## config.mk

```make
export PLATFORM = sky130hd
export DESIGN_NAME = ttc_fifo
export DESIGN_NICKNAME = d
export VERILOG_FILES = /design/src/ttc_pkg.sv /design/src/ttc_fifo.sv
export SDC_FILE = /design/constraint.sdc
export NUM_CORES = 1
export LEC_CHECK = 0
export BUFFER_PORTS_ARGS = -buffer_cell sky130_fd_sc_hd__clkbuf_2
export CAP_MARGIN = 25
export CORE_MARGIN = 8
export CORE_UTILIZATION = 51
export DETAILED_ROUTE_END_ITERATION = 16
export PLACE_DENSITY = 0.77
export SLEW_MARGIN = 30
export SYNTH_ARGS = -nofsm -noshare
export SYNTH_HDL_FRONTEND = slang
export SYNTH_SLANG_ARGS = --single-unit
```

## constraint.sdc

```tcl
create_clock -name clk -period 2.1 [get_ports clk]
set_input_delay 0.315 -clock clk [delete_from_list [all_inputs] [get_ports clk]]
set_output_delay 0.315 -clock clk [all_outputs]
set_load 0.005 [all_outputs]
```

## src/ttc_pkg.sv

```systemverilog
`default_nettype none
// ============================================================================
// ttc_pkg: shared definitions for the tiled text console renderer
// Field widths, reset values, command and state codes, and cursor helpers.
// ============================================================================
package ttc_pkg;

    localparam int FONT_BYTES_DEF  = 4096;
    localparam int ADDR_BITS_DEF   = 22;
    localparam int QUEUE_DEPTH_DEF = 4;

    localparam int FONT_IDX_W = 12;
    localparam int CHAR_W     = 8;
    localparam int CURSOR_W   = 8;
    localparam int GLYPH_ROWS = 16;
    localparam int ROW_W      = 4;
    localparam int TW_W       = 13;
    localparam int COLOR_W    = 32;
    localparam int BAND_W     = CURSOR_W - 1;
    localparam int PROD_W     = BAND_W + TW_W;
    localparam int TILE_SHIFT = 5;
    localparam int BASE_W     = PROD_W + TILE_SHIFT;
    localparam int SUM_W      = BASE_W + 1;
    localparam int LOW_W      = 16;
    localparam int NUM_PIX    = 8;

    localparam int APB_AW = 5;
    localparam int APB_DW = 32;

    localparam logic [CURSOR_W-1:0] ROW_STEP_BACK = 8'd2;
    localparam logic [CHAR_W-1:0]   CHAR_CR       = 8'd13;
    localparam logic [CHAR_W-1:0]   CHAR_LF       = 8'd10;

    localparam logic [TW_W-1:0]     TILED_WIDTH_RST  = 13'd1280;
    localparam logic [CURSOR_W-1:0] TEXT_COLUMNS_RST = 8'd160;
    localparam logic [CURSOR_W-1:0] TEXT_ROWS_RST    = 8'd45;
    localparam logic [COLOR_W-1:0]  COLOR_BG_RST     = 32'h0000_0000;
    localparam logic [COLOR_W-1:0]  COLOR_FG_RST     = 32'hFFA0_A000;

    localparam logic KIND_ROW    = 1'b0;
    localparam logic KIND_SCROLL = 1'b1;

    typedef enum logic [2:0] {
        REG_TILED_WIDTH,
        REG_TEXT_COLUMNS,
        REG_TEXT_ROWS,
        REG_COLOR_BG,
        REG_COLOR_FG
    } ttc_reg_t;

    typedef enum logic [1:0] {
        OP_LOAD,
        OP_CR,
        OP_NL,
        OP_GLYPH
    } ttc_op_t;

    typedef enum logic [1:0] {
        ST_IDLE,
        ST_START,
        ST_ROWS,
        ST_SCROLL
    } ttc_state_t;

    typedef struct packed {
        ttc_op_t                 op;
        logic [FONT_IDX_W-1:0]   index;
        logic [CHAR_W-1:0]       data;
    } ttc_cmd_t;

    typedef struct packed {
        logic [TW_W-1:0]     tiled_width;
        logic [CURSOR_W-1:0] text_columns;
        logic [CURSOR_W-1:0] text_rows;
        logic [COLOR_W-1:0]  color_bg;
        logic [COLOR_W-1:0]  color_fg;
    } ttc_cfg_t;

    typedef struct packed {
        logic [CURSOR_W-1:0] col;
        logic [CURSOR_W-1:0] row;
        logic                scroll;
    } ttc_cursor_t;

    function automatic ttc_cursor_t next_line(input logic [CURSOR_W-1:0] row,
                                              input logic [CURSOR_W-1:0] rows);
        ttc_cursor_t         cur;
        logic [CURSOR_W-1:0] row_inc;
        row_inc    = row + CURSOR_W'(1);
        cur.col    = '0;
        cur.row    = row_inc;
        cur.scroll = 1'b0;
        if (row_inc >= rows)
        begin
            cur.row    = (row_inc >= ROW_STEP_BACK) ? row_inc - ROW_STEP_BACK : '0;
            cur.scroll = 1'b1;
        end
        return cur;
    endfunction

endpackage
`default_nettype wire

```

## src/ttc_fifo.sv

```systemverilog
`default_nettype none
// ============================================================================
// ttc_fifo: command queue between the front and back of the renderer
// A small register queue so that each side can stall on its own.
// ============================================================================
module ttc_fifo #(
    parameter int DEPTH = ttc_pkg::QUEUE_DEPTH_DEF
) (
    input  logic              clk,
    input  logic              rst_n,
    input  logic              push_valid,
    output logic              push_ready,
    input  ttc_pkg::ttc_cmd_t push_data,
    output logic              pop_valid,
    input  logic              pop_ready,
    output ttc_pkg::ttc_cmd_t pop_data
);
    import ttc_pkg::*;

    localparam int PTR_W = $clog2(DEPTH);
    localparam int CNT_W = $clog2(DEPTH + 1);

    ttc_cmd_t         mem_reg [DEPTH];
    logic [PTR_W-1:0] wr_ptr_reg;
    logic [PTR_W-1:0] wr_ptr_next;
    logic [PTR_W-1:0] rd_ptr_reg;
    logic [PTR_W-1:0] rd_ptr_next;
    logic [CNT_W-1:0] count_reg;
    logic [CNT_W-1:0] count_next;
    logic             do_push;
    logic             do_pop;

    assign push_ready = (count_reg != CNT_W'(DEPTH));
    assign pop_valid  = (count_reg != '0);
    assign pop_data   = mem_reg[rd_ptr_reg];
    assign do_push    = push_valid && push_ready;
    assign do_pop     = pop_valid && pop_ready;

    always_comb
    begin
        wr_ptr_next = wr_ptr_reg;
        rd_ptr_next = rd_ptr_reg;
        count_next  = count_reg;
        if (do_push)
        begin
            wr_ptr_next = (wr_ptr_reg == PTR_W'(DEPTH - 1)) ? '0 : wr_ptr_reg + PTR_W'(1);
        end
        if (do_pop)
        begin
            rd_ptr_next = (rd_ptr_reg == PTR_W'(DEPTH - 1)) ? '0 : rd_ptr_reg + PTR_W'(1);
        end
        if (do_push && !do_pop)
        begin
            count_next = count_reg + CNT_W'(1);
        end
        else if (!do_push && do_pop)
        begin
            count_next = count_reg - CNT_W'(1);
        end
    end

    always_ff @(posedge clk or negedge rst_n)
    begin
        if (!rst_n)
        begin
            wr_ptr_reg <= '0;
            rd_ptr_reg <= '0;
            count_reg  <= '0;
        end
        else
        begin
            wr_ptr_reg <= wr_ptr_next;
            rd_ptr_reg <= rd_ptr_next;
            count_reg  <= count_next;
        end
    end

    always_ff @(posedge clk)
    begin
        if (do_push)
        begin
            mem_reg[wr_ptr_reg] <= push_data;
        end
    end

endmodule
`default_nettype wire

```

==> impl_results.md, run 1 <==
* Initial Util at 0.528
* Final setup vio count at 0
* Via count at 1,670
* Status: finished, final reports clean
* Dpl cell area at 4120 um2
* Die height at 100 um
* Switching pwr at 1650 uW
* Routed len/inst at 19.0 um
* CP bufs+invs at 1
* Net Count, Synth at 184
* First-pass GRT wire length at 9740 um
* Die span in x at 100 um
* Commonest non-fill, non-tap cell in the layout: edfxtp_1
* Area leader, netlist: edfxtp_1
* Final Instance Area at 4350 um2
* PwrDens at 1340 nW/um2
* Setup TNS at 0 ns
* Synthesis Warnings at 0
* Max-cap violations at 0
* Slowest-stage cell, CP: dfrtp_1
* Synth unique cells at 19
* WHS Path Cells at 1
* Clock power frac at 0.206
* Root Buffer: clkbuf_8
* Post-route ant nets at 0
* Min-Delay Endpoint: mem_reg[2][18]
* CP required at 2.34 ns
* Switching Share at 0.283
* # diodes at 0
* Vias in the first global route at 1,885
* Netlist Area Pre-Place at 3610 um2
* Vias per cell at 5.24
* Mapped Cells at 151
* GRT met3 Usage at 0.0512
* Post-synth top area share at 0.732
* Final Wtd Congestion at 0.764
* Crit-path cells: or3b_4, and2_4, ha_4, inv_1, fa_1, mux2_2
* Period utilization at 0.954
* Max incr delay on CP at 0.41 ns
* Max reg flops at 88
* Synth Register Bits at 95
* CP Capture Type: register
* GRT Total Usage at 0.132
* Critical Setup Path Class: register to register
* Worst IR Drop VDD at 0.000708 V
* Class of the worst hold path: input pin to register
* GRT met2 Usage at 0.220
* DRC viols at 0
* Reg2reg setup slack at 0.1 ns
* Logic pwr share at 0.334
* GRT busiest layer: met2
* Inserted Clock Buffers at 9
* Synth area leaders: edfxtp_1 73%, mux4_2 14%, dfrtp_1 4.9%
* Layout area overhead at 20.6%
* I/O pin cnt at 50
* Post-CTS Setup Bufs at 0
* Sequential area share after synthesis at 0.781
* Internal at 4170 uW
* Pleak at 0.00156 uW
* HPWL after DPL at 4130 um
* CTS tree: done
* Final Max Tran Viols at 0
* CTS H-tree depth at 3
* Worst EP arrival at 2.25 ns
* Initial antenna violation count at 0
* Worst-Margin Slew at 0.306 ns
* Grt ovf at 0
* Worst-Skew Late Latency at 0.35 ns
* Nets at 251
* Die area at 10,000 um2
* CTS Sinks at 95
* First DRT Iteration DRCs at 56
* Commonest cells after routing, fill and taps aside: 88 x edfxtp_1, 49 x clkbuf_2, 22 x mux4_2
* CP top delay family: simple AND/OR/NAND/NOR gates
* CTS clk-pin slew, worst paths at 0.09 ns
* Placed cells at 302
* CP Launch Type: register
* TritonRoute pass-1 iters at 4
* Met1 Use GR at 0.148
* HP Start: push_data[18]
* Crit-path max FO at 3
* Max Clock Freq at 0.499 GHz
* Reg2Reg Depth at 6
* Routed Wire Length at 6060 um
* Flop pwr share at 0.459
* Share of layout cells above drive strength 1 at 0.507
* Final Skew at 0.00601 ns
* Reg-to-Reg End: count_reg[1]
* RR Startpoint: count_reg[1]
* Core Box Area at 6830 um2
* Site row count at 30
* Layout Cells excl Fill at 319
* Clk buf depth at 2
* Largest net degree at the start of global routing at 19
* Final critical-path required period at 2.00 ns
* Final hold violation count at 0
* Slew headroom at 0.796
* Avg Inst Size Synth at 23.9 um2
* I/O Buffers at 49
-- layer usage --
layer	share of wire	up-vias
li1	-	759
met1	0.40	859
met2	0.53	45
met3	0.054	7
met4	0.016	0
met5	0	-
-- power groups by stage --
stage / logic (uW) / registers [uW] / clock network (uW)
finish: 1950 / 2670 / 1200
global route: 2140 / 2720 / 1310
CTS: 1990 / 2680 / 1240
detailed placement: 1970 / 2720 / 0
global placement: 1940 / 2690 / 0
floorplan: 1150 / 2660 / 0
-- synth_stat cells (all sizes together) --
library cell,count
buf,5
inv,3
fa,1
or3b,1
dfrtp,7
xor2,2
and3,4
xnor2,1
mux2,5
edfxtp,88
or3,1
nor2,3
nand2,1
mux4,22
ha,6
and2,1
-- layout make-up --
class                   count  area (um2)
well taps                  96         120
multi-input cells          48         772
repair buffers             61         425
inverters                   3        11.3
flip-flops and latches     95        2820
clock buffers               9         124
clock inverters             7        80.1
fillers                   499        2480
-- through the flow --
step / power, uW / hold WS (ns) / util / setup slack [ns]
after floorplan: 3810 / 0.0194 / - / 0.0319
after global placement: 4640 / 0.161 / 0.603 / 0.0510
after detailed placement: 4690 / 0.166 / 0.603 / 0.00869
after CTS: 5900 / 0.155 / 0.636 / 0.0781
after global routing: 6160 / 0.158 / 0.637 / -0.00483
final: 5820 / 0.176 / 0.637 / 0.0967
-- logic make-up (layout without fill, tap and decap cells) --
kind of cell / count (synthesis) / after routing / share of synthesized area
multiplexers: 27 / 27 / 0.155
flip-flops: 95 / 95 / 0.781
buffers and inverters: 8 / 80 / 0.0104
XOR/XNOR: 3 / 3 / 0.00728
AND/OR/NAND/NOR: 11 / 11 / 0.0201
adder cells (fa/ha/maj): 7 / 7 / 0.0264
-- how the worst max path moves through the flow --
stage	slack (ns)	start	end	depth (start not counted)
final	0.1	count_reg[1]	count_reg[1]	6
after global routing	-0.005	count_reg[1]	count_reg[2]	8
after CTS	0.08	count_reg[1]	count_reg[1]	6
after detailed placement	0.009	count_reg[1]	count_reg[2]	8
after global placement	0.05	count_reg[1]	count_reg[2]	8
after floorplan	0.03	count_reg[1]	count_reg[2]	8
-- timing repair --
| item | in CTS | in global routing |
|---|---|---|
| hold buffers | 1 | 0 |
| resized for setup | 3 | 1 |
| setup endpoints to repair | 1 | 1 |
| pin swaps | 0 | 2 |
| endpoints found under the hold margin | 7 | 0 |
(Power assumes the default switching activity.)
==> inputs of run 2 (changes only) <==
- ABC_AREA: unset -> 0
- CORE_UTILIZATION: 51 -> 53
- CTS_BUF_LIST: unset -> sky130_fd_sc_hd__clkbuf_8
- PLACE_DENSITY: 0.77 -> 0.79
==> impl_results.md, run 2 (synthesis gave the netlist of run 1 again) <==
* Critical Setup Path Class: register to register
* Met1 Use GR at 0.152 (+0.00331)
* Vias in the first global route at 1,872 (-0.69%)
* Max reg flops at 88 (unchanged)
* Slowest-stage cell, CP: dfrtp_1
* Share of layout cells above drive strength 1 at 0.511 (+0.00438)
* CTS H-tree depth at 3 (unchanged)
* RR Startpoint: count_reg[1]
* Via count at 1,645 (-1.5%)
* Slew headroom at 0.596 (-0.199)
* Status: finished, final reports clean
* Dpl cell area at 4010 um2 (-2.7%)
* CTS Sinks at 95 (unchanged)
* Crit-path max FO at 4 (+1)
* CP required at 2.34 ns (about the same)
* First-pass GRT wire length at 9680 um (-0.64%)
* Util after Layout at 0.642 (+0.00533)
* TritonRoute pass-1 iters at 4 (unchanged)
* Largest net degree at the start of global routing at 23 (+4)
* Worst slack, placed at -0.0199 ns (-0.0286 ns)
* CP top delay family: adder cells
* Final hold violation count at 0 (unchanged)
* Initial antenna violation count at 0 (unchanged)
* Die height at 98.5 um (-1.6%)
* Commonest cells after routing, fill and taps aside: 88 x edfxtp_1, 49 x clkbuf_2, 22 x mux4_2
* Final Wtd Congestion at 0.694 (-9.2%)
* CTS clk-pin slew, worst paths at 0.09 ns (about the same)
* RSZ-0062 raised after global routing: true
* Commonest non-fill, non-tap cell in the layout: edfxtp_1
* Max incr delay on CP at 0.41 ns (about the same)
* Final setup vio count at 0 (unchanged)
* Max-cap violations at 0 (unchanged)
* Vias per cell at 5.39 (+3.0%)
* Root Buffer: clkbuf_8
* Final Skew at 0.00439 ns (-0.00161 ns)
* Worst-Skew Late Latency at 0.35 ns (about the same)
* I/O pin cnt at 50 (unchanged)
* Class of the worst hold path: input pin to register
* GRT Total Usage at 0.133 (+0.00119)
* Final critical-path required period at 2.09 ns (+0.0837 ns)
* CP Launch Type: register
* Grt ovf at 0 (unchanged)
* Core Box Area at 6680 um2 (-2.2%)
* Worst IR Drop VDD at 0.000885 V (+25%)
* GRT busiest layer: met2
* Initial Util at 0.540 (+0.0119)
* DRC viols at 0 (unchanged)
* Max Clock Freq at 0.479 GHz (-4.0%)
* Worst-Margin Slew at 0.606 ns (+0.299 ns)
* Nets at 253 (+0.80%)
* GRT met3 Usage at 0.0599 (+0.00869)
* I/O Buffers at 49 (unchanged)
* Routed len/inst at 19.7 um (+3.9%)
* CTS tree: done
* Overall power at 5830 uW (+0.16%)
* Worst EP arrival at 2.32 ns (+0.07 ns)
* CP bufs+invs at 2 (+1)
* First DRT Iteration DRCs at 106 (+89%)
* Final Max Tran Viols at 0 (unchanged)
* CP Launch Point: count_reg[1]
* Setup ws final at 0.0130 ns (-0.0837 ns)
* Final Instance Area at 4290 um2 (-1.4%)
* Post-route ant nets at 0 (unchanged)
* Clk buf depth at 2 (unchanged)
* Routed Wire Length at 6020 um (-0.64%)
* Inserted Clock Buffers at 9 (unchanged)
* Min Hold Slack at 0.182 ns (+0.00582 ns)
* Period utilization at 0.994 (+0.0399)
* Layout area overhead at 18.9%
* PwrDens at 1360 nW/um2 (+1.6%)
* GRT met2 Usage at 0.219 (-0.00138)
* Pleak at 0.00157 uW (+0.52%)
* Die span in x at 98.5 um (-1.6%)
* Site row count at 30 (unchanged)
* # diodes at 0 (unchanged)
* HP Start: push_data[15]
* Die area at 9710 um2 (-3.2%)
* CP Capture Type: register
* Crit-path cells: buf_6, or3b_4, and2_4, ha_4, inv_2, fa_1, mux2_4
-- run 2: metal layers --
metal	wire, um	vias to the layer above
li1	-	759
met1	2530	830
met2	3010	45
met3	372	11
met4	104	0
met5	0	-
-- run 2: cell type report --
type / instances / area (um2)
Sequential cell: 95 / 2820
Fill cell: 471 / 2390
Multi-Input combinational cell: 48 / 781
Timing Repair Buffer: 63 / 369
Clock buffer: 9 / 124
Tap cell: 80 / 100
Clock inverter: 7 / 87.6
Inverter: 3 / 11.3
-- run 2: path summary, 6_finish.rpt --
| kind | end | slack [ns] | depth (start not counted) |
|---|---|---|---|
| max | count_reg[1] | 0.01 | 7 |
| min | mem_reg[3][15] | 0.18 | 1 |
| max reg2reg | count_reg[1] | 0.01 | 7 |
| min reg2reg | count_reg[2] | 0.50 | 1 |
| max in group asynchronous | rd_ptr_reg[0] | 1.60 | 2 |
| min in group asynchronous | count_reg[1] | 0.32 | 2 |
-- run 2: what timing repair did --
action                                 4_1_cts  5_1_grt
buffers inserted                             0        4
setup endpoints to repair                    2        2
hold buffers                                 1        0
pin swaps                                    1        7
gates cloned                                 0        0
resized for setup                            3        5
endpoints found under the hold margin        7        0
-- run 2: through the flow --
step	TNS, ns	instances
CTS	0	301
detailed placement	-0.0247	284
finish	0	305
global placement	0	284
floorplan	0	151
global route	-0.0871	305
-- run 2: report_power, final --
| group | total (uW) | internal [uW] | leakage (uW) | switching [uW] |
|---|---|---|---|---|
| combinational | 1900 | 1030 | 0.000569 | 874 |
| sequential | 2670 | 2520 | 0.000887 | 151 |
| clock | 1260 | 664 | 0.000115 | 592 |
| total | 5830 | 4210 | 0.00157 | 1620 |
