<file path="src/ttc_pkg.sv">
`default_nettype none
// ============================================================================
// ttc_pkg: shared definitions for the tiled text console renderer
// Field widths, reset values, command and state codes, and cursor helpers.
// ============================================================================
package ttc_pkg;

    localparam int FONT_BYTES_DEF  = 4096;
    localparam int ADDR_BITS_DEF   = 22;
    localparam int QUEUE_DEPTH_DEF = 4;

    localparam int FONT_IDX_W = 12;
    localparam int CHAR_W     = 8;
    localparam int CURSOR_W   = 8;
    localparam int GLYPH_ROWS = 16;
    localparam int ROW_W      = 4;
    localparam int TW_W       = 13;
    localparam int COLOR_W    = 32;
    localparam int BAND_W     = CURSOR_W - 1;
    localparam int PROD_W     = BAND_W + TW_W;
    localparam int TILE_SHIFT = 5;
    localparam int BASE_W     = PROD_W + TILE_SHIFT;
    localparam int SUM_W      = BASE_W + 1;
    localparam int LOW_W      = 16;
    localparam int NUM_PIX    = 8;

    localparam int APB_AW = 5;
    localparam int APB_DW = 32;

    localparam logic [CURSOR_W-1:0] ROW_STEP_BACK = 8'd2;
    localparam logic [CHAR_W-1:0]   CHAR_CR       = 8'd13;
    localparam logic [CHAR_W-1:0]   CHAR_LF       = 8'd10;

    localparam logic [TW_W-1:0]     TILED_WIDTH_RST  = 13'd1280;
    localparam logic [CURSOR_W-1:0] TEXT_COLUMNS_RST = 8'd160;
    localparam logic [CURSOR_W-1:0] TEXT_ROWS_RST    = 8'd45;
    localparam logic [COLOR_W-1:0]  COLOR_BG_RST     = 32'h0000_0000;
    localparam logic [COLOR_W-1:0]  COLOR_FG_RST     = 32'hFFA0_A000;

    localparam logic KIND_ROW    = 1'b0;
    localparam logic KIND_SCROLL = 1'b1;

    typedef enum logic [2:0] {
        REG_TILED_WIDTH,
        REG_TEXT_COLUMNS,
        REG_TEXT_ROWS,
        REG_COLOR_BG,
        REG_COLOR_FG
    } ttc_reg_t;

    typedef enum logic [1:0] {
        OP_LOAD,
        OP_CR,
        OP_NL,
        OP_GLYPH
    } ttc_op_t;

    typedef enum logic [1:0] {
        ST_IDLE,
        ST_START,
        ST_ROWS,
        ST_SCROLL
    } ttc_state_t;

    typedef struct packed {
        ttc_op_t                 op;
        logic [FONT_IDX_W-1:0]   index;
        logic [CHAR_W-1:0]       data;
    } ttc_cmd_t;

    typedef struct packed {
        logic [TW_W-1:0]     tiled_width;
        logic [CURSOR_W-1:0] text_columns;
        logic [CURSOR_W-1:0] text_rows;
        logic [COLOR_W-1:0]  color_bg;
        logic [COLOR_W-1:0]  color_fg;
    } ttc_cfg_t;

    typedef struct packed {
        logic [CURSOR_W-1:0] col;
        logic [CURSOR_W-1:0] row;
        logic                scroll;
    } ttc_cursor_t;

    function automatic ttc_cursor_t next_line(input logic [CURSOR_W-1:0] row,
                                              input logic [CURSOR_W-1:0] rows);
        ttc_cursor_t         cur;
        logic [CURSOR_W-1:0] row_inc;
        row_inc    = row + CURSOR_W'(1);
        cur.col    = '0;
        cur.row    = row_inc;
        cur.scroll = 1'b0;
        if (row_inc >= rows)
        begin
            cur.row    = (row_inc >= ROW_STEP_BACK) ? row_inc - ROW_STEP_BACK : '0;
            cur.scroll = 1'b1;
        end
        return cur;
    endfunction

endpackage
`default_nettype wire

</file>
<file path="src/ttc_in_if.sv">
`default_nettype none
// ============================================================================
// ttc_in_if: input channel of the tiled text console renderer
// Carries one font load or one character per transaction.
// ============================================================================
interface ttc_in_if;
    logic        valid;
    logic        ready;
    logic        mode;
    logic [11:0] font_index;
    logic [7:0]  font_byte;
    logic [7:0]  char_code;

    modport source (output valid, output mode, output font_index, output font_byte,
                    output char_code, input ready);
    modport sink   (input valid, input mode, input font_index, input font_byte,
                    input char_code, output ready);
endinterface
`default_nettype wire

</file>
<file path="src/ttc_front.sv">
`default_nettype none
// ============================================================================
// ttc_front: input stage of the tiled text console renderer
// Accepts input transactions, classifies them into commands and drops font
// loads that fall outside the font store.
// ============================================================================
module ttc_front #(
    parameter int FONT_BYTES = ttc_pkg::FONT_BYTES_DEF
) (
    input  logic              clk,
    input  logic              rst_n,
    ttc_in_if.sink            in_ch,
    output logic              push_valid,
    input  logic              push_ready,
    output ttc_pkg::ttc_cmd_t push_data
);
    import ttc_pkg::*;

    localparam logic [FONT_IDX_W:0] FONT_LIMIT = (FONT_IDX_W + 1)'(FONT_BYTES);

    logic     stg_valid_reg;
    logic     stg_valid_next;
    ttc_cmd_t stg_cmd_reg;
    ttc_cmd_t cmd;
    logic     keep;
    logic     accept;

    always_comb
    begin
        cmd.index = in_ch.font_index;
        cmd.data  = in_ch.mode ? in_ch.char_code : in_ch.font_byte;
        cmd.op    = OP_GLYPH;
        keep      = 1'b1;
        if (!in_ch.mode)
        begin
            cmd.op = OP_LOAD;
            keep   = ({1'b0, in_ch.font_index} < FONT_LIMIT);
        end
        else if (in_ch.char_code == CHAR_CR)
        begin
            cmd.op = OP_CR;
        end
        else if (in_ch.char_code == CHAR_LF)
        begin
            cmd.op = OP_NL;
        end
    end

    assign in_ch.ready = !stg_valid_reg || push_ready;
    assign accept      = in_ch.valid && in_ch.ready;

    always_comb
    begin
        if (accept)
        begin
            stg_valid_next = keep;
        end
        else if (push_ready)
        begin
            stg_valid_next = 1'b0;
        end
        else
        begin
            stg_valid_next = stg_valid_reg;
        end
    end

    always_ff @(posedge clk or negedge rst_n)
    begin
        if (!rst_n)
        begin
            stg_valid_reg <= 1'b0;
        end
        else
        begin
            stg_valid_reg <= stg_valid_next;
        end
    end

    always_ff @(posedge clk)
    begin
        if (accept)
        begin
            stg_cmd_reg <= cmd;
        end
    end

    assign push_valid = stg_valid_reg;
    assign push_data  = stg_cmd_reg;

endmodule
`default_nettype wire

</file>
<file path="src/flat_wrapper.sv">
// flat-port wrapper written by rule: the top's interface ports become plain ports
module ttc_front_flat import ttc_pkg::*;
#(
    parameter int FONT_BYTES = ttc_pkg::FONT_BYTES_DEF
)
  (clk, rst_n, push_valid, push_ready, push_data, in_ch_valid, in_ch_mode, in_ch_font_index, in_ch_font_byte, in_ch_char_code, in_ch_ready);
  ttc_in_if in_ch_i ();
  input  logic clk;
  input  logic rst_n;
  output logic push_valid;
  input  logic push_ready;
  output ttc_pkg::ttc_cmd_t push_data;
  input wire logic [$bits(in_ch_i.valid)-1:0] in_ch_valid;
  input wire logic [$bits(in_ch_i.mode)-1:0] in_ch_mode;
  input wire logic [$bits(in_ch_i.font_index)-1:0] in_ch_font_index;
  input wire logic [$bits(in_ch_i.font_byte)-1:0] in_ch_font_byte;
  input wire logic [$bits(in_ch_i.char_code)-1:0] in_ch_char_code;
  output wire logic [$bits(in_ch_i.ready)-1:0] in_ch_ready;
  assign in_ch_i.valid = in_ch_valid;
  assign in_ch_i.mode = in_ch_mode;
  assign in_ch_i.font_index = in_ch_font_index;
  assign in_ch_i.font_byte = in_ch_font_byte;
  assign in_ch_i.char_code = in_ch_char_code;
  assign in_ch_ready = in_ch_i.ready;
  ttc_front #(.FONT_BYTES(FONT_BYTES)) u_core (.clk(clk), .rst_n(rst_n), .in_ch(in_ch_i), .push_valid(push_valid), .push_ready(push_ready), .push_data(push_data));
endmodule
</file>
<file path="config.mk">
export PLATFORM = sky130hd
export DESIGN_NAME = ttc_front_flat
export DESIGN_NICKNAME = d
export VERILOG_FILES = /design/src/ttc_pkg.sv /design/src/ttc_in_if.sv /design/src/ttc_front.sv /design/src/flat_wrapper.sv
export SDC_FILE = /design/constraint.sdc
export NUM_CORES = 1
export LEC_CHECK = 0
export ABC_AREA = 1
export BUFFER_PORTS_ARGS = -buffer_cell sky130_fd_sc_hd__buf_2
export CAP_MARGIN = 5
export CELL_PAD_IN_SITES_DETAIL_PLACEMENT = 1
export CELL_PAD_IN_SITES_GLOBAL_PLACEMENT = 1
export CORE_UTILIZATION = 30
export CTS_BUF_LIST = sky130_fd_sc_hd__clkbuf_4 sky130_fd_sc_hd__clkbuf_8 sky130_fd_sc_hd__clkbuf_16
export DETAILED_ROUTE_END_ITERATION = 12
export PLACE_DENSITY = 0.88
export RECOVER_POWER = 50
export SYNTH_ARGS = -nofsm -noshare
export SYNTH_HDL_FRONTEND = slang
export SYNTH_SLANG_ARGS = --single-unit
</file>
<file path="constraint.sdc">
create_clock -name clk -period 2.5 [get_ports clk]
set_input_delay 0.375 -clock clk [delete_from_list [all_inputs] [get_ports clk]]
set_output_delay 0.375 -clock clk [all_outputs]
set_load 0.02 [all_outputs]
</file>
==> impl_metrics.tcl, run 1 <==
set metrics [dict create \
    status "finished with violations" \
    violations "design-rule violations" \
    syn_area_um2 897.1 \
    synth_area_per_cell_um2 12.82 \
    maxCapViolCount 0 \
    drc 19 \
    grt_pass1_wl_um 2932 \
    grt_util_met2_pct 22.28 \
    r2r-start "u_core.push_valid" \
    final_cell_area_um2 1225 \
    internal-power_mw 0.5641 \
    cp-end-kind "flip-flop" \
    ant_nets 0 \
    fillCellCount 338 \
    min-delay-start "in_ch_font_index[1]" \
    ff_latch_area_um2 685.7 \
    min_period_over_period_pct 70.61 \
    drtIter0Drc 33 \
    grt_usage_pct 12.29 \
    pwr-share-comb_pct 15.1 \
    die_w_um 56.69 \
    peakVddDrop_uv 159.6 \
    drive_above_1_share_pct 47.69 \
    relSlewSlack_pct 27.28 \
    multi_input_area_um2 153.9 \
    final_core_util_pct 43.67 \
    viasPerCell 4.379 \
    coreArea_um2 2805 \
    startpoint "u_core.push_valid" \
    gp_congestion 0.7046 \
    fin_setup_tns_ps 0 \
    ys_ff_latch 23 \
    synth_top_area_share_pct 73.64 \
    place_area_um2 1201 \
    clkPwrFrac_pct 22.7 \
    power_switching_share_pct 22.97 \
    die_h_um 56.69 \
    clkSinkCount 23 \
    syn_to_final_growth_pct 36.54 \
    grt_use_met1_pct 12.43 \
    cp_max_fo 22 \
    vias 705 \
    fin_worst_skew_ps 4.999 \
    start_kind "flip-flop" \
    cts_buffers 3 \
    nets 164 \
    hold_path.class "in -> reg" \
    path_class "reg -> reg" \
    synth-seq-area-share_pct 76.43 \
    cts_buffer_depth 2 \
    max_freq_mhz 566.5 \
    cts_tree "built" \
    die_area_um2 3213 \
    final-hold-violation-count 0 \
    clkTransAtPathRegs_ps 110 \
    antenna_found_initial 0 \
    total_leakage_power_nw 0.5851 \
    period_needed_ps 1765 \
    netlist_instances 70 \
    synth_top_cell_by_area "edfxtp_1" \
    firstDrtPassIters 8 \
    grt_pass1_vias 703 \
    setup_viol 0 \
    drv_slew 0 \
    worstPathArrival_ps 1690 \
    worst_slew_pin_slew_ps 1091 \
    yosysWarnings 0 \
    syn_nets 103 \
    num_rows 19 \
    wl_um 1848 \
    cts-resized-gates 0 \
    cts_root_buf "clkbuf_4" \
    grt_remaining_overflow 0 \
    grt.busiest_layer "met2" \
    wl_per_cell_um 11.48 \
    p_sw_mw 0.1682 \
    port_buffers 56 \
    synth.distinct_cells 12 \
    dp_hpwl_um 1595 \
    pwr-share-seq_pct 62.2 \
    clk_latency_ps 290 \
    holdWs_ps 251.7 \
    initial_core_util_pct 31.98 \
    h-tree-depth 1 \
    grt_setup_unrepaired "no" \
    power_density_nw_per_um2 597.8 \
    use_met3_pct 3.917 \
    synth.area.top_cells "edfxtp_1 74%, nand2_1 12%, dfrtp_1 2.8%" \
    diodes 0 \
    io_pins 57 \
    grt_max_degree 23 \
    critical_path_required_ps 2420 \
]
[critical path: stages (launching register included)]
cell      delay [ps]
dfrtp_1          420
a21oi_1          150
clkbuf_1         820
[flip-flops by register name, indices dropped and copies added (netlist names)]
name               count
u_core.push_valid      1
u_core.push_data      22
[final timing paths]
| check | slack, ps | end | cells after the start |
|---|---|---|---|
| worst min register to register | 560 | u_core.push_valid | 2 |
| max in group asynchronous | 2050 | u_core.push_valid | 2 |
| worst max-delay path | 730 | u_core.push_data[4] | 2 |
| min in group asynchronous | 370 | u_core.push_valid | 2 |
| worst min-delay path | 250 | u_core.push_data[9] | 1 |
| worst max register to register | 730 | u_core.push_data[4] | 2 |
[layout by cell type (no fill, tap or decap)]
master / instances
buf_2: 55
nand2_1: 28
edfxtp_1: 22
nor2_1: 7
inv_1: 5
clkbuf_4: 4
clkbuf_1: 2
clkinvlp_2: 1
a21oi_1: 1
nor2_2: 1
nand2_2: 1
o21ai_0: 1
dlygate4sd3_1: 1
dfrtp_1: 1
[final cells by class]
class | instances | area share (%)
sequential | 23 | 55.98
timing repair buffer | 58 | 23.90
multi-input combinational | 39 | 12.56
tap | 31 | 3.167
clock buffer | 4 | 2.451
inverter | 6 | 1.941
[per-stage QoR]
step / setup slack [ps] / instances / power (mW)
floorplan: 473.8 / 70 / 0.5269
global placement: 1296 / 156 / 0.5738
detailed placement: 1265 / 156 / 0.5793
CTS: 1106 / 161 / 0.7502
global route: 630.3 / 161 / 0.7690
finish: 734.8 / 161 / 0.7322
[repair_timing]
action                                  4_1_cts  5_1_grt
hold buffers                                  1        0
buffers inserted                              0        0
endpoints found under the setup margin        0        0
hold endpoints to repair                      1        0
[layer usage]
metal / vias to the layer above / routed length [um]
met1: 315 / 646
li1: 347 / -
met3: 0 / 246
met5: - / 0
met4: 0 / 0
met2: 43 / 956
[power by group through the flow]
stage	Clock (mW)	Combinational, mW	Sequential [mW]
CTS	0.178	0.116	0.456
floorplan	0	0.0328	0.494
finish	0.166	0.111	0.455
global route	0.191	0.121	0.458
global placement	0	0.111	0.463
detailed placement	0	0.115	0.465
[cell usage after synthesis]
library cell / count
dfrtp_1: 1
inv_4: 1
o21ai_2: 1
inv_1: 5
nand2_2: 1
a21oi_1: 1
nand2_1: 28
edfxtp_1: 22
nor2_2: 2
nor2_1: 6
buf_8: 1
buf_6: 1
[logic make-up after synthesis]
family | share of synthesized area (%)
buf+inv | 5.718
simple gates | 16.32
flops | 76.43
compound gates | 1.534
Note: power is estimated with default switching activity, not from simulation.
==> inputs of run 2 (changes only) <==
--- a/config.mk
+++ b/config.mk
@@ -5,15 +5,15 @@
 export SDC_FILE = /design/constraint.sdc
 export NUM_CORES = 1
 export LEC_CHECK = 0
-export ABC_AREA = 1
+export ABC_AREA = 0
 export BUFFER_PORTS_ARGS = -buffer_cell sky130_fd_sc_hd__buf_2
 export CAP_MARGIN = 5
 export CELL_PAD_IN_SITES_DETAIL_PLACEMENT = 1
 export CELL_PAD_IN_SITES_GLOBAL_PLACEMENT = 1
-export CORE_UTILIZATION = 30
+export CORE_UTILIZATION = 32
 export CTS_BUF_LIST = sky130_fd_sc_hd__clkbuf_4 sky130_fd_sc_hd__clkbuf_8 sky130_fd_sc_hd__clkbuf_16
 export DETAILED_ROUTE_END_ITERATION = 12
-export PLACE_DENSITY = 0.88
+export PLACE_DENSITY = 0.89
 export RECOVER_POWER = 50
 export SYNTH_ARGS = -nofsm -noshare
 export SYNTH_HDL_FRONTEND = slang
==> constraint.sdc (replaced) <==
create_clock -name clk -period 1.8 [get_ports clk]
set_input_delay 0.27 -clock clk [delete_from_list [all_inputs] [get_ports clk]]
set_output_delay 0.27 -clock clk [all_outputs]
set_load 0.02 [all_outputs]
==> run 2 against run 1 <==
The run now ends clean; highest routed layer is now met4; register-to-register slack got worse by 170 ps; critical path depth did not move; largest cell class unchanged; clock skew barely moved; final area fell by 2.5%; power rose by 38%; first-iteration DRC count fell by 85%; largest power group unchanged; worst hold slack got worse by 120 ps; non-clock buffer count did not move; synthesized cell count fell by 41%; clock power rose by 39%; core utilization rose by 3.3 points; flip-flop and latch count did not move.
==> impl_metrics.tcl, run 2 <==
set metrics [dict create \
    cts_setup_buffers 0 \
    yosysWarnings 0 \
    drive_above_1_share_pct 48.04 \
    coreArea_um2 2545 \
    synth_edf_count 22 \
    firstDrtPassIters 2 \
    synth-seq-area-share_pct 77.40 \
    total_leakage_power_nw 0.4883 \
    cts-resized-gates 0 \
    fillCellCount 283 \
    dp_hpwl_um 1589 \
    cts_buffer_depth 2 \
    synth.area.top_cells "edfxtp_1 75%, mux2_4 14%, dfrtp_1 2.8%" \
    synth_top_cell_by_area "edfxtp_1" \
    syn_nets 74 \
    grt_remaining_overflow 0 \
    cts_tree "built" \
    cts_buffers 3 \
    grt_util_met2_pct 23.09 \
    final_common_cell "buf_2" \
    grt_pass1_wl_um 2732 \
    hold_path.class "in -> reg" \
    max_freq_mhz 802.5 \
    use_met3_pct 2.778 \
    num_rows 18 \
    cp-end-kind "primary output" \
    drc 0 \
    die_area_um2 2983 \
    cts_hold_buf 1 \
    holdPathStages 1 \
    hold_path_end "u_core.push_data[19]" \
    io_pins 57 \
    clkSinkCount 23 \
    min_period_over_period_pct 69.22 \
    multi_input_area_um2 162.7 \
    cp_max_fo 3 \
    reg2reg_to "u_core.push_data[2]" \
    maxCapViolCount 0 \
    diodes 0 \
    vias 601 \
    final-hold-violation-count 0 \
    worst_slew_pin_slew_ps 532.4 \
    start_kind "flip-flop" \
    setup_viol 0 \
    r2r-start "u_core.push_valid" \
    die_h_um 54.62 \
    netlist_instances 41 \
    p_total_mw 1.012 \
    ff_latch_area_um2 685.7 \
    gp_congestion 0.6356 \
    antenna_found_initial 0 \
    fin_worst_skew_ps 4.703 \
    nets 136 \
    grt_max_degree 23 \
    initial_core_util_pct 34.81 \
    clk_latency_ps 300 \
    status "finished clean" \
    ant_nets 0 \
    fin_setup_tns_ps 0 \
    wl_um 1978 \
    wl_per_cell_um 14.98 \
    worstPathArrival_ps 980 \
    period_needed_ps 1246 \
    synth.distinct_cells 10 \
    grt_use_met1_pct 15.18 \
    drtIter0Drc 5 \
    path_class "reg -> out" \
    syn_to_final_growth_pct 34.89 \
    drv_slew 0 \
    grt_pass1_vias 582 \
    layout.cells.non_filler 132 \
    die_w_um 54.62 \
    syn_area_um2 885.9 \
    cts_root_buf "clkbuf_4" \
    async_reset_ff_share_pct 4.348 \
    port_buffers 56 \
    r2r_setup_slack_ps 560 \
    peakVddDrop_uv 399.6 \
    placed_cells 127 \
    grt_usage_pct 13.60 \
    synth_ff_type "edfxtp_1" \
    relSlewSlack_pct 64.51 \
    grt.busiest_layer "met2" \
    h-tree-depth 1 \
    final_cell_mix "43 x buf_2, 22 x edfxtp_1, 13 x clkbuf_1" \
    critical_path_required_ps 1530 \
    clkTransAtPathRegs_ps 120 \
    min-delay-start "in_ch_font_index[11]" \
    post-synth-top-count-cell "edfxtp_1" \
    ys_ff_latch 23 \
    synth_area_per_cell_um2 21.61 \
    synth_top_area_share_pct 74.58 \
    rr_worst_depth 3 \
    ys_top_cells_by_count "22 x edfxtp_1, 8 x mux2_4, 2 x a21boi_1, 2 x nand2b_1, 2 x nor4bb_1" \
    holdWs_ps 132.3 \
    viasPerCell 4.553 \
    largest_reg_flops 22 \
    grt_setup_unrepaired "no" \
    power_density_nw_per_um2 846.8 \
]
## run 2: worst max-delay path by stage
stage | end | start | slack [ps]
3_5_place_dp | u_core.push_data[7] | push_ready | 560
6_report | in_ch_ready | u_core.push_valid | 550
5_1_grt | in_ch_ready | u_core.push_valid | 460
3_3_place_gp | u_core.push_data[0] | push_ready | 630
4_1_cts | in_ch_ready | u_core.push_valid | 550
2_1_floorplan | u_core.push_data[0] | u_core.push_valid | 110
## run 2: critical path, stage by stage (launching register included)
cell and delay [ps]:
dfrtp_1 400, nand2b_1 110, buf_2 170
## run 2: stage by stage
stage	setup WS [ps]	utilization, %	cell area [um^2]
after detailed placement	558.9	47.15	1200
final	554.0	46.95	1195
after global routing	463.7	46.95	1195
after floorplan	109.9	-	885.9
after global placement	630.5	47.15	1200
after CTS	546.2	48.62	1237
## run 2: cells by family after synthesis
group                  after synthesis  share of synthesized area, %
buffers and inverters                1                         1.271
flip-flops                          23                         77.40
AO/OA/AOI/OAI                        2                         1.694
AND/OR/NAND/NOR                      7                         6.074
multiplexers                         8                         13.56
## run 2: per-layer routing
layer | share of wire (%) | wire length [um]
met1 | 41 | 802
met2 | 46 | 905
met3 | 12 | 246
met4 | 1.2 | 24
met5 | 0 | 0
## run 2: cell type report
class,instances,share of cell area [%]
Clock inverter,1,0.4188
Multi-Input combinational cell,17,13.61
Tap cell,30,3.141
Sequential cell,23,57.38
Clock buffer,3,1.885
Timing Repair Buffer,58,23.56
## run 2: where the power goes
| part | leakage (nW) | switching [mW] | internal [mW] |
|---|---|---|---|
| Sequential | 0.220 | 0.00774 | 0.624 |
| Combinational | 0.250 | 0.0893 | 0.0595 |
| Clock | 0.0177 | 0.148 | 0.0828 |
